### src/hw/rtl/gb5q_pkg.sv
// ----------------------------------------------------------------------------
// gb5q_pkg
// Shared types, constants and lookup tables for the 5x5 blur and quantizer.
// ----------------------------------------------------------------------------
package gb5q_pkg;

    localparam int PIX_W       = 8;
    localparam int CH_N        = 3;
    localparam int LANES       = 4;
    localparam int TAPS        = 5;
    localparam int VSUM_W      = 12;
    localparam int HSUM_W      = 15;
    localparam int CFG_IDX_W   = 2;
    localparam int CFG_DATA_W  = 12;
    localparam int LEVELS_W    = 8;
    localparam int RECIP_W     = 17;
    localparam int RECIP_FRAC  = 16;
    localparam int QPROD_W     = PIX_W + RECIP_W;
    localparam int QUEUE_DEPTH = 2;

    localparam int DEF_MAX_WIDTH  = 2048;
    localparam int DEF_MAX_HEIGHT = 2048;
    localparam int RESET_WIDTH    = 640;
    localparam int RESET_HEIGHT   = 480;

    localparam int DIV100_W     = 16;
    localparam int DIV100_MUL   = 41944;
    localparam int DIV100_SHIFT = 22;
    localparam int PROD_W       = HSUM_W + DIV100_W;

    localparam logic [CFG_IDX_W-1:0] CFG_FRAME_WIDTH  = 2'd0;
    localparam logic [CFG_IDX_W-1:0] CFG_FRAME_HEIGHT = 2'd1;
    localparam logic [CFG_IDX_W-1:0] CFG_QUANT_LEVELS = 2'd2;

    // Channel 0 is blue, 1 is green, 2 is red.
    typedef logic [CH_N-1:0][PIX_W-1:0]  t_pixel;
    typedef logic [CH_N-1:0][VSUM_W-1:0] t_vsum;
    typedef t_pixel [LANES-1:0]          t_lines;

    typedef struct packed {
        logic                interior;
        logic                last;
        t_pixel              border;
        t_vsum [TAPS-1:0]    cols;
    } t_task;

    typedef struct packed {
        logic                enable;
        logic [PIX_W-1:0]    step;
        logic [RECIP_W-1:0]  recip;
    } t_quant;

    function automatic logic [RECIP_W-1:0] f_udiv(input logic [RECIP_W-1:0] num,
                                                  input logic [PIX_W-1:0] den);
        logic [RECIP_W:0]   rem;
        logic [RECIP_W-1:0] quo;
        rem = '0;
        quo = '0;
        for (int i = RECIP_W - 1; i >= 0; i--) begin
            rem = {rem[RECIP_W-1:0], num[i]};
            if (rem >= (RECIP_W + 1)'(den)) begin
                rem    = rem - (RECIP_W + 1)'(den);
                quo[i] = 1'b1;
            end
        end
        return quo;
    endfunction

    function automatic logic [255:0][PIX_W-1:0] f_step_table();
        logic [255:0][PIX_W-1:0] tbl;
        tbl = '0;
        for (int l = 1; l < 256; l++) begin
            tbl[l] = PIX_W'(f_udiv(RECIP_W'(255), PIX_W'(l)));
        end
        return tbl;
    endfunction

    function automatic logic [255:0][RECIP_W-1:0] f_recip_table();
        logic [255:0][PIX_W-1:0]   stp;
        logic [255:0][RECIP_W-1:0] tbl;
        stp = f_step_table();
        tbl = '0;
        for (int l = 1; l < 256; l++) begin
            tbl[l] = f_udiv(RECIP_W'(65536), stp[l]);
        end
        return tbl;
    endfunction

    localparam logic [255:0][PIX_W-1:0]   QSTEP_TABLE  = f_step_table();
    localparam logic [255:0][RECIP_W-1:0] QRECIP_TABLE = f_recip_table();

endpackage

### src/hw/rtl/gb5q_back.sv
// ----------------------------------------------------------------------------
// gb5q_back
// Five-stage pipeline: horizontal sum, divide by 100, border select and
// quantize, with a registered output word.
// ----------------------------------------------------------------------------
module gb5q_back (
    input  logic                          i_clk,
    input  logic                          i_rst_n,
    input  gb5q_pkg::t_task               i_task,
    input  logic                          i_empty,
    output logic                          o_pop,
    input  gb5q_pkg::t_quant              i_quant,
    output logic                          o_out_valid,
    input  logic                          i_out_stall,
    output logic [gb5q_pkg::PIX_W-1:0]    o_blue_out,
    output logic [gb5q_pkg::PIX_W-1:0]    o_green_out,
    output logic [gb5q_pkg::PIX_W-1:0]    o_red_out,
    output logic                          o_last_of_frame
);
    import gb5q_pkg::*;

    logic                            w_en;
    logic                            r_v1, r_v2, r_v3, r_v4, r_v5;
    logic                            r_int1, r_int2;
    logic                            r_last1, r_last2, r_last3, r_last4, r_last5;
    t_pixel                          r_bdr1, r_bdr2;
    logic [CH_N-1:0][HSUM_W-1:0]     r_hsum;
    logic [CH_N-1:0][PROD_W-1:0]     r_prod;
    logic [CH_N-1:0][QPROD_W-1:0]    r_qprod;
    t_pixel                          r_val3, r_val4, r_m4, r_res;
    t_pixel                          n_val;
    logic [CH_N-1:0][PIX_W:0]        w_rem;

    assign w_en  = !r_v5 || !i_out_stall;
    assign o_pop = w_en && !i_empty;

    always_comb begin
        for (int ch = 0; ch < CH_N; ch++) begin
            n_val[ch] = r_int2 ? r_prod[ch][DIV100_SHIFT +: PIX_W] : r_bdr2[ch];
            w_rem[ch] = {1'b0, r_val4[ch]} - {1'b0, r_m4[ch]};
        end
    end

    always_ff @(posedge i_clk) begin
        if (w_en) begin
            r_int1  <= i_task.interior;
            r_last1 <= i_task.last;
            r_bdr1  <= i_task.border;
            r_int2  <= r_int1;
            r_last2 <= r_last1;
            r_bdr2  <= r_bdr1;
            r_last3 <= r_last2;
            r_val3  <= n_val;
            r_last4 <= r_last3;
            r_val4  <= r_val3;
            r_last5 <= r_last4;
            for (int ch = 0; ch < CH_N; ch++) begin
                r_hsum[ch] <= HSUM_W'(i_task.cols[0][ch])
                            + (HSUM_W'(i_task.cols[1][ch]) << 1)
                            + (HSUM_W'(i_task.cols[2][ch]) << 2)
                            + (HSUM_W'(i_task.cols[3][ch]) << 1)
                            + HSUM_W'(i_task.cols[4][ch]);
                r_prod[ch]  <= PROD_W'(r_hsum[ch]) * PROD_W'(DIV100_MUL);
                r_qprod[ch] <= QPROD_W'(n_val[ch]) * QPROD_W'(i_quant.recip);
                r_m4[ch]    <= PIX_W'((2 * PIX_W)'(r_qprod[ch][RECIP_FRAC +: PIX_W])
                                      * (2 * PIX_W)'(i_quant.step));
                if (!i_quant.enable) begin
                    r_res[ch] <= r_val4[ch];
                end else if (w_rem[ch] >= (PIX_W + 1)'(i_quant.step)) begin
                    r_res[ch] <= r_m4[ch] + i_quant.step;
                end else begin
                    r_res[ch] <= r_m4[ch];
                end
            end
        end
    end

    always_ff @(posedge i_clk) begin
        if (!i_rst_n) begin
            r_v1 <= 1'b0;
            r_v2 <= 1'b0;
            r_v3 <= 1'b0;
            r_v4 <= 1'b0;
            r_v5 <= 1'b0;
        end else if (w_en) begin
            r_v1 <= !i_empty;
            r_v2 <= r_v1;
            r_v3 <= r_v2;
            r_v4 <= r_v3;
            r_v5 <= r_v4;
        end
    end

    assign o_out_valid     = r_v5;
    assign o_blue_out      = r_res[0];
    assign o_green_out     = r_res[1];
    assign o_red_out       = r_res[2];
    assign o_last_of_frame = r_last5;

endmodule

### config.mk
export PLATFORM = sky130hd
export DESIGN_NAME = gb5q_back
export DESIGN_NICKNAME = d
export VERILOG_FILES = /design/src/hw/rtl/gb5q_pkg.sv /design/src/hw/rtl/gb5q_back.sv
export SDC_FILE = /design/constraint.sdc
export NUM_CORES = 2
export LEC_CHECK = 0
export ABC_CLOCK_PERIOD_IN_PS = 7800
export BUFFER_PORTS_ARGS = -buffer_cell sky130_fd_sc_hd__buf_4
export CORE_ASPECT_RATIO = 0.9
export CORE_MARGIN = 1.5
export CORE_UTILIZATION = 25
export DETAILED_ROUTE_END_ITERATION = 7
export HOLD_SLACK_MARGIN = 0.05
export PLACE_DENSITY_LB_ADDON = 0.12
export SYNTH_ARGS = -nofsm -noshare
export SYNTH_HDL_FRONTEND = slang
export SYNTH_SLANG_ARGS = --single-unit
export TNS_END_PERCENT = 50
### constraint.sdc
create_clock -name i_clk -period 7.8 [get_ports i_clk]
set_input_delay 0.39 -clock i_clk [delete_from_list [all_inputs] [get_ports i_clk]]
set_output_delay 0.39 -clock i_clk [all_outputs]
set_load 0.005 [all_outputs]
==> results.md <==
- Status: completed
- Area after DPL: 43100 um2
- Final hold vios: 0
- Core area: roughly 150000 um2
- Die area: ~160000 um2
- Slew margin rel.: 36.7%
- I/O pin count: around 260
- Setup CP Type: flip-flop to flip-flop
- Maximum clock frequency: 0.159 GHz
- Clk buf depth: 3
- Post-layout worst setup margin: between 1.5 and 2 ns
- Initial Utilization: 25.3%
- Clock transition at path regs: ~0.06 ns
- Post-synth cell types: 64
- RSZ-0062 raised after global routing: false
- Final worst-path cycle share: between 80 and 90%
- FF+latch area: 7430 um2
- Min-delay src: i_task[12]
- Area Overhead vs Synth: 15.5%
- Post-synth EDFFs: between 200 and 250
- Remaining global-route overflow: 0
- Post-DRT Antenna Nets: 0
- Main synth FF type: edfxtp_1
- R2R Path Start: r_int2
- Nets: around 5400
- Clock Sinks: 249
- Area of the multi-input gates: roughly 28000 um2
- I/O Buffers: 262
- Die Ht: 376 um
- Overall routing resource usage: 12.4%
- Data required time of the worst path: between 8 and 9 ns
- Top Family by Delay on Critical Path: adder cells
- Setup Viol. Count Final: 0
- DRC: 0
- Slew @ Worst Pin: about 0.95 ns
- Worst Skew: 0.0212 ns
- CTS tree: done
- TritonCTS Buffers: between 40 and 50
- Crit path time final: roughly 6.3 ns
- Via-per-instance ratio: roughly 4.0
- Final TNS setup: 0 ns
- Commonest cells after routing, fill and taps aside: inv_1 (862), fa_1 (615), ha_1 (573)
- Largest net degree at the start of global routing: between 100 and 150
- Critical path data arrival time: between 6 and 7 ns
- Worst setup EP type: flip-flop
- Max_cap viols: 0
- CP max stage cell: edfxtp_1
- H-tree depth: 2
- Slew Limit Fails: 0
- Via count: around 24000
- Fill count: between 15000 and 20000
- Most common cell after layout, fill and taps aside: inv_1
- Pre-CTS setup slack: 1.49 ns
- DPL Wire Length: ~74000 um
- Drt total wl: 95000 um
- Die X: approximately 420 um
- Syn nets: 5115
- Sequential fraction of the synthesis area: approximately a fifth
- Ratio of cells with drive above 1 in the final layout: a little under a tenth
- Critical Path Start: r_int2
- Antenna violations before repair: 6
- First-pass GRT wire length: about 150000 um
- Worst min path class: input pin to flip-flop
- Number of global-route vias before repair: ~27000
- Cell chain of the critical path: buf_4, mux2_2, and2_1, fa_1, fa_1, fa_1, inv_1, fa_1, inv_1, ha_1, nand3_1, nor4_1, o21ai_0, a21oi_1, o41ai_2, o2111ai_1, a21oi_1, xnor2_1
- Synth warn: 0
- Worst Path Max Fanout: 18
- Fin area: ~45000 um2
- Critical Path Most Common Cell: fa_1
- Mapped Cells: between 3000 and 4000
- Rows: roughly 140
- Placer Congestion: ~0.75
- DR pass1 iterations: 7
- Post-synthesis cell area: 38700 um2
- Worst stage delay on the critical path: 0.81 ns
- Worst-skew pair later-pin latency: just over 0.6 ns
- Critical path startpoint category: flip-flop
- Synth Area per Inst: approximately 10 um2
- FFs w/ async S/R, synth: 0%
- Bufs and invs on worst path: 3
- Root Buffer: clkbuf_16
- Initial drt markers: ~900
- WL/cell: around 16 um
- Register bit total from synthesis: about 250
## routing by layer
metal	part of all wire, %	global-route usage [%]	wire length [um]	vias up
met4	1.5	2.52	1440	4
met3	3.2	1.65	3010	76
met1	51	17.9	48500	11896
li1	-	-	-	12149
met2	44	19.7	42000	323
met5	0.015	0	14	-
## worst reg2reg max path: stages (launching register included)
cell and delay, ns:
edfxtp_1 0.81, buf_4 0.35, mux2_2 0.56, and2_1 0.27
fa_1 0.48, fa_1 0.54, fa_1 0.50, inv_1 0.05
fa_1 0.47, inv_1 0.04, ha_1 0.29, nand3_1 0.10
nor4_1 0.28, o21ai_0 0.17, a21oi_1 0.41, o41ai_2 0.17
o2111ai_1 0.29, a21oi_1 0.12, xnor2_1 0.13
## synthesized netlist by cell type, types with 5 or more instances
master	count	share of area, %
or2_2	7	0.11
o21a_1	20	0.39
o21bai_1	8	0.16
mux2_2	23	0.67
o311ai_0	5	0.11
nor3_1	22	0.28
xor2_1	31	0.70
edfxtp_1	244	19
a211oi_1	12	0.23
fa_1	615	32
dfxtp_1	5	0.26
nand3_1	19	0.25
nand3b_1	5	0.097
clkbuf_1	71	0.69
and2_1	354	5.7
a21boi_0	15	0.29
ha_1	573	19
a21o_1	51	0.99
xnor2_1	139	3.1
nand2_1	161	1.6
a31oi_1	11	0.18
a21oi_1	97	1.3
or3_1	9	0.15
nor2b_1	67	1.1
o21ai_0	56	0.72
o211ai_1	6	0.12
nand2b_1	11	0.18
inv_1	862	8.4
mux2i_1	24	0.62
nor2_1	93	0.90
nand4_1	12	0.19
and3_1	9	0.15
## layout make-up
cell class,count,share of cell area (%)
inverter,862,7.23
tap,2070,5.79
antenna,1,0.00559
timing repair buffer,301,5.26
clock inverter,28,0.542
multi-input combinational,2505,62.1
clock buffer,48,2.45
sequential,249,16.6
## logic make-up (layout without fill, tap and decap cells)
family          Yosys count  after routing  synth area share, %
compound gates          320            320                 5.46
flops                   249            249                 19.2
buf+inv                 937           1239                 9.08
mux                      47             47                 1.29
fa+ha+maj              1188           1188                 50.3
xor+xnor                170            170                 3.84
other cells               0              1                    0
simple gates            780            780                 10.9
## state kept, by name (all words and copies together), names as in the netlist, 8 cells and up
signal       cells
r_val3          24
o_blue_out       8
r_qprod         24
r_prod          24
r_val4          24
r_m4            24
r_bdr2          24
r_bdr1          24
o_red_out        8
r_hsum          45
o_green_out      8
## through the flow
| stage | cells | hold slack (ns) | utilization (%) |
|---|---|---|---|
| floorplan | 3691 | 0.400 | - |
| global placement | 5955 | 0.402 | 28.1 |
| detailed placement | 5955 | 0.405 | 28.1 |
| CTS | 6063 | 0.0512 | 29.2 |
| global route | 6064 | 0.0755 | 29.2 |
| finish | 6064 | 0.112 | 29.2 |
## worst paths after layout
path | slack (ns) | end | cells after the start
max reg2reg | 1.53 | r_qprod[73] | 18
max | 1.53 | r_qprod[73] | 18
min reg2reg | 0.42 | r_bdr2[18] | 0
min | 0.11 | r_hsum[15] | 2
## what timing repair did
item,CTS,global route
hold buffers,32,0
resized for setup,0,0
endpoints found under the hold margin,34,0
buffers inserted,0,0
endpoints found under the setup margin,0,0
Power is left out: the tool's default activity adds up to more than one toggle a clock period on the data nets, which glitch-free logic cannot reach.
