**src/hw/rtl/gb5q_pkg.sv**
```systemverilog
// ----------------------------------------------------------------------------
// gb5q_pkg
// Shared types, constants and lookup tables for the 5x5 blur and quantizer.
// ----------------------------------------------------------------------------
package gb5q_pkg;

    localparam int PIX_W       = 8;
    localparam int CH_N        = 3;
    localparam int LANES       = 4;
    localparam int TAPS        = 5;
    localparam int VSUM_W      = 12;
    localparam int HSUM_W      = 15;
    localparam int CFG_IDX_W   = 2;
    localparam int CFG_DATA_W  = 12;
    localparam int LEVELS_W    = 8;
    localparam int RECIP_W     = 17;
    localparam int RECIP_FRAC  = 16;
    localparam int QPROD_W     = PIX_W + RECIP_W;
    localparam int QUEUE_DEPTH = 2;

    localparam int DEF_MAX_WIDTH  = 2048;
    localparam int DEF_MAX_HEIGHT = 2048;
    localparam int RESET_WIDTH    = 640;
    localparam int RESET_HEIGHT   = 480;

    localparam int DIV100_W     = 16;
    localparam int DIV100_MUL   = 41944;
    localparam int DIV100_SHIFT = 22;
    localparam int PROD_W       = HSUM_W + DIV100_W;

    localparam logic [CFG_IDX_W-1:0] CFG_FRAME_WIDTH  = 2'd0;
    localparam logic [CFG_IDX_W-1:0] CFG_FRAME_HEIGHT = 2'd1;
    localparam logic [CFG_IDX_W-1:0] CFG_QUANT_LEVELS = 2'd2;

    // Channel 0 is blue, 1 is green, 2 is red.
    typedef logic [CH_N-1:0][PIX_W-1:0]  t_pixel;
    typedef logic [CH_N-1:0][VSUM_W-1:0] t_vsum;
    typedef t_pixel [LANES-1:0]          t_lines;

    typedef struct packed {
        logic                interior;
        logic                last;
        t_pixel              border;
        t_vsum [TAPS-1:0]    cols;
    } t_task;

    typedef struct packed {
        logic                enable;
        logic [PIX_W-1:0]    step;
        logic [RECIP_W-1:0]  recip;
    } t_quant;

    function automatic logic [RECIP_W-1:0] f_udiv(input logic [RECIP_W-1:0] num,
                                                  input logic [PIX_W-1:0] den);
        logic [RECIP_W:0]   rem;
        logic [RECIP_W-1:0] quo;
        rem = '0;
        quo = '0;
        for (int i = RECIP_W - 1; i >= 0; i--) begin
            rem = {rem[RECIP_W-1:0], num[i]};
            if (rem >= (RECIP_W + 1)'(den)) begin
                rem    = rem - (RECIP_W + 1)'(den);
                quo[i] = 1'b1;
            end
        end
        return quo;
    endfunction

    function automatic logic [255:0][PIX_W-1:0] f_step_table();
        logic [255:0][PIX_W-1:0] tbl;
        tbl = '0;
        for (int l = 1; l < 256; l++) begin
            tbl[l] = PIX_W'(f_udiv(RECIP_W'(255), PIX_W'(l)));
        end
        return tbl;
    endfunction

    function automatic logic [255:0][RECIP_W-1:0] f_recip_table();
        logic [255:0][PIX_W-1:0]   stp;
        logic [255:0][RECIP_W-1:0] tbl;
        stp = f_step_table();
        tbl = '0;
        for (int l = 1; l < 256; l++) begin
            tbl[l] = f_udiv(RECIP_W'(65536), stp[l]);
        end
        return tbl;
    endfunction

    localparam logic [255:0][PIX_W-1:0]   QSTEP_TABLE  = f_step_table();
    localparam logic [255:0][RECIP_W-1:0] QRECIP_TABLE = f_recip_table();

endpackage

```
**src/hw/rtl/gb5q_queue.sv**
```systemverilog
// ----------------------------------------------------------------------------
// gb5q_queue
// Short task queue between the front and the filter pipeline.
// ----------------------------------------------------------------------------
module gb5q_queue (
    input  logic              i_clk,
    input  logic              i_rst_n,
    input  logic              i_push,
    input  gb5q_pkg::t_task   i_task,
    output logic              o_full,
    input  logic              i_pop,
    output logic              o_empty,
    output gb5q_pkg::t_task   o_task
);
    import gb5q_pkg::*;

    localparam int PW = (QUEUE_DEPTH > 1) ? $clog2(QUEUE_DEPTH) : 1;
    localparam int NW = $clog2(QUEUE_DEPTH + 1);

    t_task          r_slot [QUEUE_DEPTH];
    logic [PW-1:0]  r_wr_ptr;
    logic [PW-1:0]  r_rd_ptr;
    logic [NW-1:0]  r_count;
    logic           w_do_push;
    logic           w_do_pop;

    assign o_full    = (r_count == NW'(QUEUE_DEPTH));
    assign o_empty   = (r_count == '0);
    assign o_task    = r_slot[r_rd_ptr];
    assign w_do_push = i_push && !o_full;
    assign w_do_pop  = i_pop && !o_empty;

    always_ff @(posedge i_clk) begin
        if (w_do_push) begin
            r_slot[r_wr_ptr] <= i_task;
        end
    end

    always_ff @(posedge i_clk) begin
        if (!i_rst_n) begin
            r_wr_ptr <= '0;
            r_rd_ptr <= '0;
            r_count  <= '0;
        end else begin
            if (w_do_push) begin
                r_wr_ptr <= (r_wr_ptr == PW'(QUEUE_DEPTH - 1)) ? '0 : r_wr_ptr + PW'(1);
            end
            if (w_do_pop) begin
                r_rd_ptr <= (r_rd_ptr == PW'(QUEUE_DEPTH - 1)) ? '0 : r_rd_ptr + PW'(1);
            end
            if (w_do_push && !w_do_pop) begin
                r_count <= r_count + NW'(1);
            end else if (w_do_pop && !w_do_push) begin
                r_count <= r_count - NW'(1);
            end
        end
    end

endmodule

```
**config.mk**
```make
export PLATFORM = sky130hd
export DESIGN_NAME = gb5q_queue
export DESIGN_NICKNAME = d
export VERILOG_FILES = /design/src/hw/rtl/gb5q_pkg.sv /design/src/hw/rtl/gb5q_queue.sv
export SDC_FILE = /design/constraint.sdc
export NUM_CORES = 1
export LEC_CHECK = 0
export BUFFER_PORTS_ARGS = -buffer_cell sky130_fd_sc_hd__buf_4
export CORE_UTILIZATION = 40
export DETAILED_ROUTE_END_ITERATION = 10
export PLACE_DENSITY_LB_ADDON = 0.05
export SETUP_SLACK_MARGIN = 0.02
export SLEW_MARGIN = 40
export SYNTH_ARGS = -nofsm -noshare
export SYNTH_HDL_FRONTEND = slang
export SYNTH_SLANG_ARGS = --single-unit
```
**constraint.sdc**
```tcl
create_clock -name i_clk -period 24.6 [get_ports i_clk]
set_clock_uncertainty 0.2 [all_clocks]
set_input_delay 1.23 -clock i_clk [delete_from_list [all_inputs] [get_ports i_clk]]
set_output_delay 1.23 -clock i_clk [all_outputs]
set_load 0.02 [all_outputs]
```
==> out/metrics.cfg, run 1 <==
[status]
status=finished clean

[layout]
area_delta_synth_final_pct=32.62
layout.nets=1328
fillCellCount=3161
layout.cells.most_common=buf_4
seqCellArea_um2=12480
drive_above_1_share=0.6092
fin_cells=1670
post-route-util=0.5378
layout_common_cells=419 x buf_4, 412 x edfxtp_1, 140 x mux2_4, 66 x mux2_2, 47 x clkbuf_16
multi_input_area_um2=2983

[power]
power_switching_share=0.2877
p_switching_w=0.0006486
combPwrFrac=0.305
finalPower_w=0.002254
ir_drop_v=0.00006744
leakagePower_nw=7.952
p_int_w=0.001606
clkPwrFrac=0.285
p_seq_frac=0.410
pwr_density_cell_nw_per_um2=108.5

[timing]
finalSetupTns_ps=0
tightest_slew_ps=817.3
rsz0062_at_grt=false
slew_viol_final=0
hold_violations=0
period_share=0.1878
min_period_ps=4620
fmax_ghz=0.2165
maxSlewHeadroom=0.4551
setup_viol=0

[critical_path]
rrSetupSlack_ps=21360
path_common_cell=buf_4
arrival_ps=3190
critPathCaptureType=output port
critical_path_buf_inv_count=3
crit_chain=buf_6, buf_4, mux2_2, buf_4
r2r-end=r_slot[0][74]
ff2ff_path_depth=5
worstPathMaxFanout=53
path_delay_family=buffers and inverters
slowest_stage=buf_4
cp-start-kind=flop
critPathKind=flop to output port
crit_required_ps=23170
timing.rr.start=r_count[0]
max_stage_delay_ps=720

[clock_network]
post_cts_resized=0
cts-root-buf=clkbuf_16
cts_max_level=2
clkSinkCount=417
cts_inserted_buffers=45
cts_tree=built
clkSlewWorstSetupHoldPaths_ps=60
postCtsSetupBuffers=0
cts.path.max_buffers=3
clkLatencyLatePin_ps=550
holdBufCountCts=0

[floorplanning]
die_x_um=199.9
rows=72
die_height_um=199.9
io_pins=418
die-area_um2=39980
initial_core_util=0.4055
core-area_um2=38650

[grt]
grt_max_degree=74
antenna_found_initial=5
grt_pass1_vias=7896
grt_pass1_wl_um=46860
grt_usage=0.1607
overflow=0

[routing]
final_antenna_net_count=0
viasPerCell=4.578
drt_wl_total_um=33140
routedWlPerCell_um=19.85
num_vias=7646
drc=0
drt_iter0_markers=305
drt_first_pass_iters=4

[place]
io_buffers=417
placedCellCount=1588
place_congestion=0.7175
hpwl_um=22180

[synthesis]
synth.avg_cell_area_um2=23.53
yosysTopAreaCellShare=0.7894
ys_top_cells_by_area=edfxtp_1 79%, mux2_4 13%, mux2_2 4.7%
synth_area_um2=15670
synth_seq_area_share=0.7958
yosysUniqueCellTypes=21
syn-num-nets=877
ys_ff_latch=417
synth_top_area_cell=edfxtp_1
ys.warnings.count=0
syn_inst=666

[min_path]
hp-class=flop to flop
holdCritStartpoint=r_count[1]
hold_end=r_count[1]
hold_depth=2

[run]
drv_cap=0

[state kept, by name, indices dropped and copies added, names as in the netlist, named ones only]
register,cells
r_slot,412
r_rd_ptr,1
r_count,2
r_wr_ptr,1
[per-stage QoR]
stage	instance area (um^2)	hold slack, ps	worst slack (ps)
floorplan	15670	283.3	14460
global placement	19300	312.7	19950
finish	20780	329.7	19980
detailed placement	19370	325.8	20510
global route	20780	411.9	19800
CTS	20780	334.2	19890
[Yosys cell counts]
cell and n:
nand2b_1 1, o21a_1 1, buf_2 6, xor2_1 1, edfxtp_1 412, a21boi_0 1
buf_6 17, and2_1 3, mux2_4 140, and3_1 1, dfxtp_1 5, a21boi_1 1
o21ai_1 1, xnor2_1 2, or3_1 1, inv_1 2, o21ai_0 1, ha_1 1
nor2_1 2, nor3_2 1, mux2_2 66
[power groups by stage]
stage / combinational, W / sequential [W] / clock [W]
3_5_place_dp: 0.000699 / 0.000939 / 0
6_report: 0.000687 / 0.000923 / 0.000643
2_1_floorplan: 0.000453 / 0.000950 / 0
3_3_place_gp: 0.000688 / 0.000946 / 0
4_1_cts: 0.000701 / 0.000924 / 0.000664
5_1_grt: 0.000728 / 0.000932 / 0.000689
[layout make-up]
class	count	area share
flip-flops and latches	417	0.6002
multi-input cells	224	0.1435
well taps	518	0.03118
clock inverters	20	0.008608
inverters	2	0.0003612
diodes	3	0.0003612
clock buffers	59	0.05923
repair buffers	427	0.1565
[worst max path at each step]
stage          startpoint            to  slack, ps  depth (start not counted)
6_report             flop   o_task[196]      19980                          4
3_5_place_dp         flop   o_task[196]      20510                          4
4_1_cts              flop   o_task[197]      19890                          4
5_1_grt              flop   o_task[196]      19800                          4
2_1_floorplan      i_push  r_slot[0][0]      14460                          2
3_3_place_gp         flop   o_task[203]      19950                          4
[tightest hold or removal path, stage by stage, from the launching register on]
cell and delay (ps):
dfxtp_1 340, o21ai_0 80, a21boi_1 60
[layer usage]
layer,share of wire,global-route usage,vias to the layer above
met3,0.092,0.06502,49
met4,0.021,0.06899,4
met5,0.00094,0,-
met1,0.39,0.1922,3766
met2,0.49,0.2566,265
li1,-,-,3562
[logic make-up (layout without fill, tap and decap cells)]
kind of cell / count (synthesis) / count (layout) / share of synthesized area
flops: 417 / 417 / 0.7958
mux: 206 / 206 / 0.1815
buf+inv: 25 / 508 / 0.01461
simple gates: 9 / 9 / 0.003514
compound gates: 5 / 5 / 0.002076
xor+xnor: 3 / 3 / 0.001677
fa+ha+maj: 1 / 1 / 0.0007982
other cells: 0 / 3 / 0
(Power assumes the default switching activity.)
==> inputs of run 2 (changes only) <==
--- a/config.mk
+++ b/config.mk
@@ -5,6 +5,7 @@
 export SDC_FILE = /design/constraint.sdc
 export NUM_CORES = 1
 export LEC_CHECK = 0
+export ABC_AREA = 1
 export BUFFER_PORTS_ARGS = -buffer_cell sky130_fd_sc_hd__buf_4
 export CORE_UTILIZATION = 40
 export DETAILED_ROUTE_END_ITERATION = 10
==> constraint.sdc (replaced) <==
create_clock -name i_clk -period 3.7 [get_ports i_clk]
set_clock_uncertainty 0.2 [all_clocks]
set_input_delay 0.185 -clock i_clk [delete_from_list [all_inputs] [get_ports i_clk]]
set_output_delay 0.185 -clock i_clk [all_outputs]
set_load 0.02 [all_outputs]
==> run 2 against run 1 <==
Effect of this change:
- via count increased by 12%
- global-route usage increased by 0.58 points
- cell count increased by 14%
- clock power increased to 6.5 times the previous value
- worst hold slack got worse by 170 ps
- power increased to 6.5 times the previous value
- non-clock buffer count increased by 217
- synthesized cell count increased by 2.0%
- setup slack got worse by 19000 ps
- first-iteration DRC count increased by 2.6%
- register-to-register slack got worse by 20000 ps
- final area increased by 11%
- highest routed layer unchanged
==> out/metrics.cfg, run 2 <==
[floorplanning]
die-area_um2=40000  ; about the same
core-area_um2=38650  ; unchanged
initial_core_util=0.4057  ; about the same
die_height_um=200.0  ; about the same
die_x_um=200.0  ; about the same
io_pins=418  ; unchanged
rows=72  ; unchanged

[routing]
drt_iter0_markers=313  ; +2.6%
drt_wl_total_um=34210  ; +3.2%
final_antenna_net_count=0  ; unchanged
routedWlPerCell_um=18.04  ; -9.1%
num_vias=8543  ; +12%
drc=0  ; unchanged
viasPerCell=4.506  ; -1.6%
drt_first_pass_iters=4  ; unchanged

[grt]
overflow=0  ; unchanged
grt_pass1_vias=8953  ; +13%
grt_max_degree=119  ; +61%
grt_usage=0.1665  ; +0.005802
grt_pass1_wl_um=49390  ; +5.4%
antenna_found_initial=2  ; -3

[critical_path]
critPathKind=flop to output port
r2r-end=r_count[0]
cp-start-kind=flop
arrival_ps=2330  ; -860 ps
timing.rr.start=r_count[0]
critical_path_buf_inv_count=3  ; unchanged
rrSetupSlack_ps=1710  ; -19650 ps
critPathCaptureType=output port
ff2ff_path_depth=6  ; +1
path_delay_family=buffers and inverters
worstPathMaxFanout=32  ; -40%
max_stage_delay_ps=600  ; -120 ps
crit_chain=buf_12, buf_4, mux2_2, buf_4
crit_required_ps=3310  ; -19860 ps
slowest_stage=dfxtp_4
path_common_cell=buf_4

[layout]
fillCellCount=3003  ; -5.0%
fin_cells=1896  ; +14%
area_delta_synth_final_pct=46.58
top_register=r_slot
drive_above_1_share=0.5105  ; -0.09870
reg_top3=r_slot x412, r_count x2
layout.cells.most_common=buf_4
largest_reg_flops=412  ; unchanged
multi_input_area_um2=2979  ; -0.13%
seqCellArea_um2=12480  ; about the same
layout_common_cells=424 x buf_4, 412 x edfxtp_1, 210 x dlygate4sd3_1, 140 x mux2_4, 66 x mux2_2
final_area_um2=22980  ; +11%
layout.nets=1558  ; +17%

[timing]
maxSlewHeadroom=0.4917  ; +0.03660
rsz0062_at_grt=false
hold_violations=0  ; unchanged
fmax_ghz=0.3687
period_share=0.7330
tightest_slew_ps=762.4  ; -54.90 ps
setup_viol=0  ; unchanged
min_period_ps=2712
slew_viol_final=0  ; unchanged

[synthesis]
syn-num-nets=890  ; +1.5%
ys_ff_latch=417  ; unchanged
synth_top_area_cell=edfxtp_1
synth_fa_ha_area_frac=0.0007980  ; about the same
synthSimpleGateAreaFrac=0.004788  ; +0.001275
yosysUniqueCellTypes=14  ; -33%
synth_xor_xnor_area_share=0  ; -0.001677
yosysTopAreaCellShare=0.7890  ; about the same
syn_inst=679  ; +2.0%
ys_top_cells_by_area=edfxtp_1 79%, mux2_4 13%, mux2_2 4.7%
ys.warnings.count=0  ; unchanged
synthTopCellsByCount=412 x edfxtp_1, 140 x mux2_4, 66 x mux2_2
synth-compound-area-share=0.001277  ; -0.0007990
synth_seq_area_share=0.7954  ; about the same
synth_area_um2=15680  ; about the same
synthMuxAreaShare=0.1815  ; about the same
synth_flop_cell=edfxtp_1
synth.avg_cell_area_um2=23.09  ; -1.9%
synth_most_common_cell=edfxtp_1
synth_edf_count=412  ; unchanged
synth_top_family_by_area=multiplexers
ys_async_sr_fraction=0  ; unchanged

[power]
p_int_w=0.01058  ; +560%
combPwrFrac=0.297  ; -0.008
p_seq_frac=0.419  ; +0.009
leakagePower_nw=8.898  ; +12%
p_switching_w=0.004111  ; +530%
power_switching_share=0.2798  ; -0.007953
clkPwrFrac=0.284  ; about the same
ir_drop_v=0.0004900  ; +630%
pwr_density_cell_nw_per_um2=639.3  ; +490%

[place]
placedCellCount=1607  ; +1.2%
hpwl_um=22200  ; +0.12%
dpl_cell_area_um2=19500  ; +0.70%
place_congestion=0.7007  ; -2.3%
io_buffers=417  ; unchanged

[clock_network]
cts-root-buf=clkbuf_16
clkSlewWorstSetupHoldPaths_ps=60  ; about the same
clkLatencyLatePin_ps=550  ; about the same
cts_inserted_buffers=45  ; unchanged
cts_max_level=2  ; unchanged
cts.path.max_buffers=3  ; unchanged
cts_tree=built
clkSinkCount=417  ; unchanged

[min_path]
hp-class=input pin to flop
hold_depth=2  ; unchanged
hold_end=r_slot[1][98]
holdCritStartpoint=i_task[98]

[status]
status=finished clean

[run]
drv_cap=0  ; unchanged

run 2: cell count changes after synthesis, sizes merged, moves of 2 or more:
cell    previous run  this run
and2               3         0
nor2               2        11
inv                2         9
xnor2              2         0
nand2              0         6
a21boi             2         0
run 2: logic make-up after synthesis:
kind of cell / Yosys count
compound gates: 4
fa+ha+maj: 1
buf+inv: 32
flops: 417
mux: 206
simple gates: 19
run 2: metrics by stage:
step / hold slack [ps] / setup slack, ps / utilization / setup TNS (ps) / total power [W]
6_report: 156.6 / 987.9 / 0.5947 / 0 / 0.01469
3_5_place_dp: 172.7 / 1489 / 0.5047 / 0 / 0.01049
3_3_place_gp: 169.9 / 1365 / 0.5041 / 0 / 0.01046
5_1_grt: 133.8 / 830.2 / 0.5947 / 0 / 0.01534
4_1_cts: 117.6 / 879.9 / 0.5942 / 0 / 0.01491
2_1_floorplan: 83.87 / -440.1 / - / -177900 / 0.008880
run 2: metal layers:
metal,up-vias,wire (um),GRT usage
li1,4026,-,-
met3,50,3020,0.06300
met2,274,17370,0.2886
met4,2,721,0.05768
met1,4191,13080,0.1876
met5,-,13,0
run 2: final cells by class:
class                      count  share of cell area
sequential                   417              0.5430
timing repair buffer         644              0.2384
multi-input combinational    230              0.1296
clock buffer                  58             0.05243
tap                          518             0.02820
clock inverter                19            0.006751
inverter                       9            0.001470
antenna                        1           0.0001089
run 2: worst register-to-register path, delay by kind of cell (launching register included):
family / cells / cell delay [ps]
AOI/OAI and AO/OA: 1 / 110
adders and majority gates: 1 / 300
buffers and inverters: 2 / 630
DFF: 1 / 390
and+or+nand+nor: 2 / 280
run 2: how the worst max path moves through the flow:
stage	from	endpoint	cells after the start
5_1_grt	flop	o_task[190]	4
2_1_floorplan	r_count[1]	r_slot[0][0]	3
3_5_place_dp	r_count[1]	r_slot[0][170]	4
6_report	flop	o_task[184]	4
3_3_place_gp	flop	o_task[190]	3
4_1_cts	flop	o_task[184]	4
run 2: what timing repair did:
action,in CTS,in global routing
endpoints found under the hold margin,417,0
hold buffers,210,0
resized for setup,0,0
setup buffers,0,0
run 2: power by group through the flow:
stage	Combinational, W	Clock [W]	Sequential, W
5_1_grt	0.00465	0.00448	0.00621
3_3_place_gp	0.00418	0	0.00628
3_5_place_dp	0.00423	0	0.00626
6_report	0.00437	0.00417	0.00615
2_1_floorplan	0.00263	0	0.00625
4_1_cts	0.00444	0.00431	0.00616
